**src/hdl/lbtc_pkg.sv**
```systemverilog
// Shared types and constants of the line buffer tab compressor.
`timescale 1ns / 1ps

package lbtc_pkg;

    // Item kinds carried on the slave-side tuser.
    typedef enum logic [1:0] {
        KIND_CHAR    = 2'd0,
        KIND_FLUSH   = 2'd1,
        KIND_ENDLINE = 2'd2
    } t_kind;

    // Input controller states.
    typedef enum logic {
        S_IDLE = 1'b0,
        S_TAB  = 1'b1
    } t_top_state;

    // Emitter sequencer states.
    typedef enum logic [2:0] {
        E_IDLE  = 3'd0,
        E_FETCH = 3'd1,
        E_DATA  = 3'd2,
        E_PEND  = 3'd3,
        E_NL    = 3'd4
    } t_emit_state;

    // Command from the input controller to the emitter.
    typedef struct packed {
        logic start;
        logic raw;
    } t_emit_cmd;

    localparam int unsigned BYTE_W     = 8;
    localparam int unsigned WRAP_W     = 7;
    localparam int unsigned KIND_W     = 2;
    localparam int unsigned SPACE_W    = 4;
    localparam int unsigned RAW_MARGIN = 9;

    localparam logic [BYTE_W-1:0] BYTE_NUL = 8'd0;
    localparam logic [BYTE_W-1:0] BYTE_TAB = 8'd9;
    localparam logic [BYTE_W-1:0] BYTE_NL  = 8'd10;
    localparam logic [BYTE_W-1:0] BYTE_SP  = 8'd32;

    localparam logic [WRAP_W-1:0]  WRAP_RESET  = 7'd48;
    localparam logic [SPACE_W-1:0] SPACE_LIMIT = 4'd8;

endpackage

```
**src/hdl/lbtc_ram.sv**
```systemverilog
// Generic single-write, single-read synchronous RAM with a registered read.
`timescale 1ns / 1ps

module lbtc_ram #(
    parameter int WIDTH = 8,
    parameter int DEPTH = 64
) (
    input  logic                     i_clk,
    input  logic                     i_wr_en,
    input  logic [$clog2(DEPTH)-1:0] i_wr_addr,
    input  logic [WIDTH-1:0]         i_wr_data,
    input  logic                     i_rd_en,
    input  logic [$clog2(DEPTH)-1:0] i_rd_addr,
    output logic [WIDTH-1:0]         o_rd_data
);

    logic [WIDTH-1:0] r_mem [DEPTH];
    logic [WIDTH-1:0] r_rd_data;

    always_ff @(posedge i_clk) begin
        if (i_wr_en) begin
            r_mem[i_wr_addr] <= i_wr_data;
        end
        if (i_rd_en) begin
            r_rd_data <= r_mem[i_rd_addr];
        end
    end

    assign o_rd_data = r_rd_data;

endmodule

```
**src/hdl/lbtc_emitter.sv**
```systemverilog
// Read-out sequencer: replays the line store raw or with space runs compressed to tabs.
`timescale 1ns / 1ps

module lbtc_emitter #(
    parameter int LINE_CAPACITY = 64
) (
    input  logic                             i_clk,
    input  logic                             i_rst_n,
    input  lbtc_pkg::t_emit_cmd              i_cmd,
    input  logic [$clog2(LINE_CAPACITY)-1:0] i_len,
    output logic                             o_busy,
    output logic                             o_rd_en,
    output logic [$clog2(LINE_CAPACITY)-1:0] o_rd_addr,
    input  logic [lbtc_pkg::BYTE_W-1:0]      i_rd_data,
    output logic                             o_m_tvalid,
    input  logic                             i_m_tready,
    output logic [lbtc_pkg::BYTE_W-1:0]      o_m_tdata,   // out_byte
    output logic                             o_m_tlast    // last
);

    localparam int ADDR_W    = $clog2(LINE_CAPACITY);
    localparam int TAB_CNT_W = $clog2(LINE_CAPACITY / 8 + 1);

    lbtc_pkg::t_emit_state r_state, n_state;
    logic [ADDR_W-1:0]            r_p, n_p;
    logic [ADDR_W-1:0]            r_len, n_len;
    logic                         r_raw, n_raw;
    logic [TAB_CNT_W-1:0]         r_tabs, n_tabs;
    logic [lbtc_pkg::SPACE_W-1:0] r_spaces, n_spaces;
    logic [lbtc_pkg::BYTE_W-1:0]  r_char, n_char;
    logic                         r_valid, n_valid;
    logic [lbtc_pkg::BYTE_W-1:0]  r_data, n_data;
    logic                         r_last, n_last;

    logic                         out_free;
    logic [ADDR_W-1:0]            p_inc;
    logic                         last_pos;
    logic                         boundary;
    logic [TAB_CNT_W-1:0]         t_tabs;
    logic [lbtc_pkg::SPACE_W-1:0] t_spaces;

    assign out_free = !r_valid || i_m_tready;
    assign p_inc    = r_p + 1'b1;
    assign last_pos = (p_inc == r_len);
    // A pending space run that reaches a tab stop is folded into one tab.
    assign boundary = (r_p[2:0] == 3'd0) && (r_spaces != '0);
    assign t_tabs   = r_tabs + TAB_CNT_W'(boundary);
    assign t_spaces = boundary ? '0 : r_spaces;

    always_ff @(posedge i_clk) begin
        if (!i_rst_n) begin
            r_state  <= lbtc_pkg::E_IDLE;
            r_valid  <= 1'b0;
            r_tabs   <= '0;
            r_spaces <= '0;
        end else begin
            r_state  <= n_state;
            r_valid  <= n_valid;
            r_tabs   <= n_tabs;
            r_spaces <= n_spaces;
        end
        r_p      <= n_p;
        r_len    <= n_len;
        r_raw    <= n_raw;
        r_char   <= n_char;
        r_data   <= n_data;
        r_last   <= n_last;
    end

    always_comb begin
        n_state  = r_state;
        n_p      = r_p;
        n_len    = r_len;
        n_raw    = r_raw;
        n_tabs   = r_tabs;
        n_spaces = r_spaces;
        n_char   = r_char;
        n_valid  = r_valid && !i_m_tready;
        n_data   = r_data;
        n_last   = r_last;
        o_rd_en  = 1'b0;
        case (r_state)
            lbtc_pkg::E_IDLE: begin
                if (i_cmd.start) begin
                    n_len    = i_len;
                    n_raw    = i_cmd.raw;
                    n_p      = '0;
                    n_tabs   = '0;
                    n_spaces = '0;
                    n_state  = (i_len == '0) ? lbtc_pkg::E_NL : lbtc_pkg::E_FETCH;
                end
            end
            lbtc_pkg::E_FETCH: begin
                o_rd_en = 1'b1;
                n_state = lbtc_pkg::E_DATA;
            end
            lbtc_pkg::E_DATA: begin
                if (r_raw) begin
                    if (out_free) begin
                        n_valid = 1'b1;
                        n_data  = i_rd_data;
                        n_last  = last_pos;
                        n_p     = p_inc;
                        n_state = last_pos ? lbtc_pkg::E_IDLE : lbtc_pkg::E_FETCH;
                    end
                end else begin
                    n_tabs   = t_tabs;
                    n_spaces = t_spaces;
                    if (i_rd_data == lbtc_pkg::BYTE_SP) begin
                        n_spaces = t_spaces + 1'b1;
                        n_p      = p_inc;
                        n_state  = last_pos ? lbtc_pkg::E_NL : lbtc_pkg::E_FETCH;
                    end else begin
                        n_char  = i_rd_data;
                        n_state = lbtc_pkg::E_PEND;
                    end
                end
            end
            lbtc_pkg::E_PEND: begin
                if (out_free) begin
                    n_valid = 1'b1;
                    n_last  = 1'b0;
                    if (r_tabs != '0) begin
                        n_data = lbtc_pkg::BYTE_TAB;
                        n_tabs = r_tabs - 1'b1;
                    end else if (r_spaces != '0) begin
                        n_data   = lbtc_pkg::BYTE_SP;
                        n_spaces = r_spaces - 1'b1;
                    end else begin
                        n_data  = r_char;
                        n_p     = p_inc;
                        n_state = last_pos ? lbtc_pkg::E_NL : lbtc_pkg::E_FETCH;
                    end
                end
            end
            lbtc_pkg::E_NL: begin
                if (out_free) begin
                    n_valid = 1'b1;
                    n_data  = lbtc_pkg::BYTE_NL;
                    n_last  = 1'b1;
                    n_state = lbtc_pkg::E_IDLE;
                end
            end
            default: begin
                n_state = lbtc_pkg::E_IDLE;
            end
        endcase
    end

    assign o_busy     = (r_state != lbtc_pkg::E_IDLE);
    assign o_rd_addr  = r_p;
    assign o_m_tvalid = r_valid;
    assign o_m_tdata  = r_data;
    assign o_m_tlast  = r_last;

`ifndef NO_ASSERTIONS
    a_start_when_idle: assert property (@(posedge i_clk) disable iff (!i_rst_n)
        i_cmd.start |-> (r_state == lbtc_pkg::E_IDLE))
        else $error("emitter started while a replay is in progress");

    a_space_bound: assert property (@(posedge i_clk) disable iff (!i_rst_n)
        r_spaces <= lbtc_pkg::SPACE_LIMIT)
        else $error("pending space run crossed a tab stop");

    a_read_in_range: assert property (@(posedge i_clk) disable iff (!i_rst_n)
        o_rd_en |-> (r_p < r_len))
        else $error("store read beyond the line length");
`endif

endmodule

```
**src/hdl/line_buffer_tab_compressor.sv**
```systemverilog
// Top level of the line buffer tab compressor: input control, line store and emitter.
// Throughput: one item a cycle unless a tab or replay runs; a tab fills one column per cycle.
// Replay: each stored byte is read from the store; in a compressed line pending tabs and
// spaces go out before each kept byte and a newline comes last. A held output stalls the
// replay. No item is taken until the last byte is loaded. Reset (i_rst_n, synchronous,
// active low) clears the fill and sets wrap_column to 48.
`timescale 1ns / 1ps

// The block collects printable characters in a line store indexed by the fill
// position. A tab is expanded in place by writing one space per cycle until the
// fill reaches a multiple of eight, and a NUL is dropped. A newline, a flush of a
// non-empty line, or an end-line request with the fill at or past the wrap column
// hands the stored line to the emitter, which compresses space runs that reach a
// tab stop into tabs, drops trailing spaces and finishes with a newline marked by
// tlast. When the fill reaches the capacity less nine, the stored bytes are
// replayed unchanged as one transfer run and the store restarts. An item with its
// fault flag set is accepted and discarded. The store contents are not cleared by
// reset; only entries below the fill are ever read, and those have been written.

module line_buffer_tab_compressor #(
    parameter int LINE_CAPACITY = 64
) (
    input  logic       i_clk,
    input  logic       i_rst_n,
    // Slave side: one input item per transfer.
    input  logic       i_s_tvalid,
    output logic       o_s_tready,
    input  logic [7:0] i_s_tdata,    // ch
    input  logic [2:0] i_s_tuser,    // kind [1:0], fault_pending [2]
    // Master side: one emitted byte per transfer.
    output logic       o_m_tvalid,
    input  logic       i_m_tready,
    output logic [7:0] o_m_tdata,    // out_byte
    output logic       o_m_tlast,    // last
    // Configuration: wrap_column.
    input  logic       i_cfg_valid,
    output logic       o_cfg_ready,
    input  logic [6:0] i_cfg_data
);

    localparam int ADDR_W    = $clog2(LINE_CAPACITY);
    localparam int RAW_LIMIT = LINE_CAPACITY - lbtc_pkg::RAW_MARGIN;

    lbtc_pkg::t_top_state        r_state, n_state;
    logic [ADDR_W-1:0]           r_fill, n_fill;
    logic [lbtc_pkg::WRAP_W-1:0] r_wrap;

    logic                        accept;
    logic                        fault;
    lbtc_pkg::t_kind             kind;
    logic [ADDR_W-1:0]           fill_inc;
    logic                        settle;
    logic                        wr_en;
    logic [lbtc_pkg::BYTE_W-1:0] wr_data;
    lbtc_pkg::t_emit_cmd         cmd;
    logic [ADDR_W-1:0]           emit_len;
    logic                        emit_busy;
    logic                        rd_en;
    logic [ADDR_W-1:0]           rd_addr;
    logic [lbtc_pkg::BYTE_W-1:0] rd_data;

    assign accept   = i_s_tvalid && o_s_tready;
    assign fault    = i_s_tuser[2];
    assign kind     = lbtc_pkg::t_kind'(i_s_tuser[lbtc_pkg::KIND_W-1:0]);
    assign fill_inc = r_fill + 1'b1;

    // Items are taken only when no tab expansion and no replay is in progress.
    assign o_s_tready  = (r_state == lbtc_pkg::S_IDLE) && !emit_busy;
    assign o_cfg_ready = 1'b1;

    always_ff @(posedge i_clk) begin
        if (!i_rst_n) begin
            r_state <= lbtc_pkg::S_IDLE;
            r_fill  <= '0;
            r_wrap  <= lbtc_pkg::WRAP_RESET;
        end else begin
            r_state <= n_state;
            r_fill  <= n_fill;
            if (i_cfg_valid && o_cfg_ready) begin
                r_wrap <= i_cfg_data;
            end
        end
    end

    always_comb begin
        n_state   = r_state;
        n_fill    = r_fill;
        wr_en     = 1'b0;
        wr_data   = i_s_tdata;
        cmd.start = 1'b0;
        cmd.raw   = 1'b0;
        emit_len  = r_fill;
        settle    = 1'b0;
        case (r_state)
            lbtc_pkg::S_IDLE: begin
                if (accept && !fault) begin
                    case (kind)
                        lbtc_pkg::KIND_CHAR: begin
                            case (i_s_tdata)
                                lbtc_pkg::BYTE_NL: begin
                                    cmd.start = 1'b1;
                                    n_fill    = '0;
                                end
                                lbtc_pkg::BYTE_TAB: begin
                                    wr_en   = 1'b1;
                                    wr_data = lbtc_pkg::BYTE_SP;
                                    if (fill_inc[2:0] != 3'd0) begin
                                        n_fill  = fill_inc;
                                        n_state = lbtc_pkg::S_TAB;
                                    end else begin
                                        settle = 1'b1;
                                    end
                                end
                                lbtc_pkg::BYTE_NUL: begin
                                end
                                default: begin
                                    wr_en  = 1'b1;
                                    settle = 1'b1;
                                end
                            endcase
                        end
                        lbtc_pkg::KIND_FLUSH: begin
                            if (r_fill != '0) begin
                                cmd.start = 1'b1;
                                n_fill    = '0;
                            end
                        end
                        lbtc_pkg::KIND_ENDLINE: begin
                            if (lbtc_pkg::WRAP_W'(r_fill) >= r_wrap) begin
                                cmd.start = 1'b1;
                                n_fill    = '0;
                            end
                        end
                        default: begin
                        end
                    endcase
                end
            end
            lbtc_pkg::S_TAB: begin
                // One space per cycle until the next tab stop.
                wr_en   = 1'b1;
                wr_data = lbtc_pkg::BYTE_SP;
                if (fill_inc[2:0] != 3'd0) begin
                    n_fill = fill_inc;
                end else begin
                    settle  = 1'b1;
                    n_state = lbtc_pkg::S_IDLE;
                end
            end
            default: begin
                n_state = lbtc_pkg::S_IDLE;
            end
        endcase
        // After the last store write of an item, a full store is replayed raw.
        if (settle) begin
            if (fill_inc >= ADDR_W'(RAW_LIMIT)) begin
                cmd.start = 1'b1;
                cmd.raw   = 1'b1;
                emit_len  = fill_inc;
                n_fill    = '0;
            end else begin
                n_fill = fill_inc;
            end
        end
    end

    lbtc_ram #(
        .WIDTH (lbtc_pkg::BYTE_W),
        .DEPTH (LINE_CAPACITY)
    ) u_store (
        .i_clk     (i_clk),
        .i_wr_en   (wr_en),
        .i_wr_addr (r_fill),
        .i_wr_data (wr_data),
        .i_rd_en   (rd_en),
        .i_rd_addr (rd_addr),
        .o_rd_data (rd_data)
    );

    lbtc_emitter #(
        .LINE_CAPACITY (LINE_CAPACITY)
    ) u_emitter (
        .i_clk      (i_clk),
        .i_rst_n    (i_rst_n),
        .i_cmd      (cmd),
        .i_len      (emit_len),
        .o_busy     (emit_busy),
        .o_rd_en    (rd_en),
        .o_rd_addr  (rd_addr),
        .i_rd_data  (rd_data),
        .o_m_tvalid (o_m_tvalid),
        .i_m_tready (i_m_tready),
        .o_m_tdata  (o_m_tdata),
        .o_m_tlast  (o_m_tlast)
    );

`ifndef NO_ASSERTIONS
    a_fill_below_limit: assert property (@(posedge i_clk) disable iff (!i_rst_n)
        (r_state == lbtc_pkg::S_IDLE) |-> (r_fill < ADDR_W'(RAW_LIMIT)))
        else $error("fill at the raw limit while waiting for an item");

    a_start_clears_fill: assert property (@(posedge i_clk) disable iff (!i_rst_n)
        cmd.start |=> (r_fill == '0))
        else $error("fill not restarted after a replay was started");

    a_tab_mid_stop: assert property (@(posedge i_clk) disable iff (!i_rst_n)
        (r_state == lbtc_pkg::S_TAB) |-> (r_fill[2:0] != 3'd0))
        else $error("tab expansion running at a tab stop");

    a_no_write_in_replay: assert property (@(posedge i_clk) disable iff (!i_rst_n)
        wr_en |-> !emit_busy)
        else $error("line store written during a replay");
`endif

endmodule
```
**config.mk**
```make
export PLATFORM = sky130hd
export DESIGN_NAME = line_buffer_tab_compressor
export DESIGN_NICKNAME = d
export VERILOG_FILES = /design/src/hdl/lbtc_pkg.sv /design/src/hdl/lbtc_ram.sv /design/src/hdl/lbtc_emitter.sv /design/src/hdl/line_buffer_tab_compressor.sv
export SDC_FILE = /design/constraint.sdc
export NUM_CORES = 1
export LEC_CHECK = 0
export ABC_AREA = 1
export BUFFER_PORTS_ARGS = -buffer_cell sky130_fd_sc_hd__buf_2
export CORE_MARGIN = 4
export CORE_UTILIZATION = 40
export CTS_CLUSTER_DIAMETER = 60
export DETAILED_ROUTE_END_ITERATION = 10
export GPL_TIMING_DRIVEN = 1
export PLACE_DENSITY_LB_ADDON = 0.08
export RECOVER_POWER = 100
export SLEW_MARGIN = 20
export SYNTH_ARGS = -nofsm -noshare
export SYNTH_HDL_FRONTEND = slang
export SYNTH_SLANG_ARGS = --single-unit
export TNS_END_PERCENT = 50
```
**constraint.sdc**
```tcl
create_clock -name i_clk -period 3.6 [get_ports i_clk]
set_input_delay 0.54 -clock i_clk [delete_from_list [all_inputs] [get_ports i_clk]]
set_output_delay 0.54 -clock i_clk [all_outputs]
set_load 0.01 [all_outputs]
```
==> impl_results.md <==
* Antenna-violating nets left at 0
* Sw Pwr at 7.710 mW
* Io pins at 35
* Post-route setup TNS at 0 ps
* Initial core utilization at 40.59%
* Post-Synth Simple-Gate Area at 10.92%
* CTS tree: yes
* Mux contribution to synthesized area at 0%
* CTS clk-pin slew, worst paths at roughly 50 ps
* Switch share at 36.80%
* First-pass GRT wire length at 103.8 mm
* Layout cell share with drive strength beyond 1 at 7.660%
* Die area at 64210 um^2
* Die height at about 250 um
* Tmin final at 3253 ps
* CTS Sinks at roughly 580
* CP most frequent cell: o21ai_0
* Number of global-route vias before repair at roughly 16000
* Largest net degree at the start of global routing at around 150
* Width of the die at approximately 250 um
* Period utilisation layout at 90.36%
* Hold Fails Final Rpt at 0
* CTS Buf Count at 66
* # diodes at 0
* Leakage power at roughly 9 nW
* CP cell instances: buf_6 > o21ai_0 > o22ai_1 > nor2_1 > o32ai_1 > o21ai_0 > o21ai_1
* Crit Path Max Fanout at 144
* Initial antenna violation count at 0
* Delay-heaviest family, CP: compound AO/OA/AOI/OAI gates
* Fmax at 307.4 MHz
* Clk_lat worst skew at 600 ps
* Startpoint class of the critical path: flop
* Area Growth Syn to Fin at 13.45%
* Combinational power share at 32.8%
* Power per cell area at 766.5 nW/um^2
* Post-CTS sizing at 0
* Hold Path Class: in2reg
* Routed vias at between 15000 and 20000
* Fillcell total at 5506
* Worst Reg-to-Reg Cells at 7
* Postcts setup bufs at 0
* CP Class: reg2reg
* Nets at 2166
* VDD IR max at 0.5994 mV
* Reg power frac at 37.3%
* WP buf/inv at 1
* Synth Flop Type: edfxtp_1
* Synthesized cell area at approximately 24000 um^2
* Total Routing Usage GR at 21.34%
* EDFF count, synth at 550
* Worst Path Required at 4010 ps
* Status: complete, but fails checks
* Placer Congestion at 0.8221
* Site Rows at between 80 and 90
* Final core utilization at 46.04%
* Setup Skew at 26.24 ps
* Largest family of logic cells by synthesized area: compound AO/OA/AOI/OAI gates
* Endpoint class of the critical path: flop
* RR Startpoint: u_emitter.o_rd_addr[0]
* Net Count, Synth at 2068
* Clk pwr share at between 20% and 30%
* Adder-cell area share of the yosys netlist at 1.226%
* RSZ-0062 raised after global routing: no
* Final Routed Wirelength at 69.03 mm
* Failing checks: max-capacitance violations, max-slew violations
* Sequential fraction of the synthesis area at between 70% and 80%
* Ys async rst share at 0%
* Internal at 13.24 mW
* Clock root buffer: clkbuf_16
* Detailed Routing Iterations Pass 1 at 7
* Yosys reg bits at 576
* Final setup vio count at 0
* Slew @ Worst Pin at 2768 ps
* WP data arrival at around 3700 ps
* CTS HTree Levels at 3
* Slew headroom at -85.19%
* WHS Endpoint: r_wrap[5]
* Mapped Cells at 2022
* Unique cell type count in the Yosys netlist at 50
* Critical path's largest stage delay at slightly below 800 ps
* Initial drt markers at 1645
* Hpwl dp at 40.98 mm
* Max capacitance violation total at 7
* Max clock buf depth at 3
* Worst min-delay path startpoint: i_cfg_data[5]
* CP max stage cell: buf_6
* Global route total overflow at 0
* Post-Synth XOR/XNOR Area at 0.3636%
* Synth warn at 0
* Hold_buf cts at 0
* WL/cell at ~23 um
* Synth Area in Compound Gates at 13.39%
* End of the worst register-to-register path: u_store.o_rd_data[5]
* Reg-to-reg setup timing slack at ~350 ps
* Avg Vias per Cell at 5.608
* Slew Limit Fails at 331
* Core ar. at 59350 um^2
* Port Buf Inserts at 33
* Syn_area_per_cell at 11.91 um^2
* Hold Path Cell Cnt at 3
* # DRC at 0
kinds of logic (layout without fill, tap and decap cells):
kind of cell    after synthesis  in the layout
simple gates                638            638
flops                       576            576
compound gates              573            573
buf+inv                     201            346
fa+ha+maj                    23             23
xor+xnor                     10             10
other cells                   1              1
sequential cells by signal, indices dropped and copies added, names as in the netlist, 4 cells and up:
name,cells
u_store.r_mem,512
u_emitter.o_m_tdata,8
u_emitter.r_char,8
u_store.o_rd_data,8
r_wrap,7
r_fill,6
u_emitter.o_rd_addr,6
u_emitter.r_len,6
u_emitter.r_spaces,4
u_emitter.r_tabs,4
worst max-delay path by stage:
stage                                      start  cells after the start  slack (ps)                   end
after floorplan                     i_s_tuser[0]                      7         510   u_store.r_mem[0][3]
after CTS                 u_emitter.o_rd_addr[0]                     12         630   u_emitter.r_tabs[3]
final                     u_emitter.o_rd_addr[0]                      7         350  u_store.o_rd_data[5]
after detailed placement  u_emitter.o_rd_addr[0]                     12         650   u_emitter.r_tabs[3]
after global placement    u_emitter.o_rd_addr[0]                     12         660   u_emitter.r_tabs[3]
after global routing                     r_state                      2         220  u_store.r_mem[27][7]
Yosys cell counts, types with 2 or more instances:
cell       count  area share, %
o21ai_1       10           0.21
o221ai_1      15           0.55
inv_1         73            1.1
a21oi_2        2          0.073
o22ai_1      139            3.6
o2111ai_1      5           0.18
ha_1          22            1.1
o21ai_0      345            7.2
buf_4          3          0.093
or2_2          4           0.10
clkbuf_1      85            1.3
o311ai_1       2          0.073
edfxtp_1     550             69
a21oi_1       23           0.48
nand2_1       98            1.5
xor2_1         7           0.25
nor2_1       444            6.9
nor3_1         7           0.15
nand2_2       12           0.31
dfxtp_1       26            2.2
nand3_4        2           0.15
o21bai_1       3          0.093
nand3_2        4           0.17
clkinv_1       2          0.031
a31oi_1        5           0.13
nor2_2         3          0.078
nor4_1         2          0.052
xnor2_1        3           0.11
nand3_1       44           0.91
o211ai_1       9           0.28
o32ai_1        8           0.29
nand4_1       14           0.36
inv_2          6          0.093
buf_2         29           0.60
power by group through the flow:
stage / registers, mW / clock network, mW / logic (mW)
CTS: 7.81 / 6.40 / 7.05
finish: 7.82 / 6.25 / 6.88
detailed placement: 7.95 / 0 / 7.04
global route: 7.83 / 6.67 / 7.59
global placement: 7.95 / 0 / 7.01
floorplan: 7.89 / 0 / 4.37
per-stage QoR:
stage | std cells | hold slack [ps] | power, mW | setup slack [ps] | area (um^2)
after floorplan | 2022 | 426.4 | 12.26 | 514.8 | 24090
after global placement | 2825 | 459.0 | 14.96 | 660.3 | 25780
after detailed placement | 2825 | 470.8 | 15.00 | 648.7 | 25780
after CTS | 2940 | 150.5 | 21.27 | 631.2 | 27770
after global routing | 2940 | 176.3 | 22.09 | 219.9 | 27330
final | 2940 | 190.3 | 20.95 | 347.0 | 27330
metal layers:
| layer | vias up | global-route usage (%) | share of wire (%) |
|---|---|---|---|
| li1 | 7607 | - | - |
| met2 | 440 | 35.00 | 48 |
| met3 | 107 | 3.544 | 5.3 |
| met4 | 0 | 5.532 | 2.3 |
| met1 | 8333 | 29.84 | 44 |
| met5 | - | 0 | 0 |
final cells by class:
| type | instances | area, um^2 | area share, % |
|---|---|---|---|
| inverter | 81 | 310.3 | 1.135 |
| tap | 773 | 967.2 | 3.539 |
| timing repair buffer | 150 | 815.8 | 2.985 |
| clock buffer | 88 | 1841 | 6.735 |
| clock inverter | 27 | 153.9 | 0.5631 |
| multi-input combinational | 1245 | 6205 | 22.70 |
| sequential | 576 | 17040 | 62.34 |
placed cells by master (no fill, tap or decap), types with 3 or more instances in the layout:
cell type    n
nor2_4       3
nor2_1     443
a21oi_1     24
nand2_2      5
edfxtp_1   550
clkinv_2     8
o32ai_1      8
o21ai_0    348
ha_1        22
or2_2        4
clkbuf_2     6
xor2_1       7
o2111ai_1    5
clkbuf_1   110
clkbuf_16   71
a31oi_1      5
o211ai_1     9
buf_2       20
nand4_1     14
clkinv_1    17
buf_4       22
o21bai_1     3
nand2_1    106
nor3_1       8
inv_1       73
o22ai_1    139
buf_12       8
nand3_1     46
dfxtp_1     26
inv_2        4
o221ai_1    15
o21ai_1      7
xnor2_1      3
worst register-to-register path: cells and delay by family (launching register included):
family / cells / cell delay [ps]
AND/OR/NAND/NOR: 1 / 60
AO/OA/AOI/OAI: 5 / 1660
buffers and inverters: 1 / 790
flip-flops: 1 / 580
(Power assumes the default switching activity.)
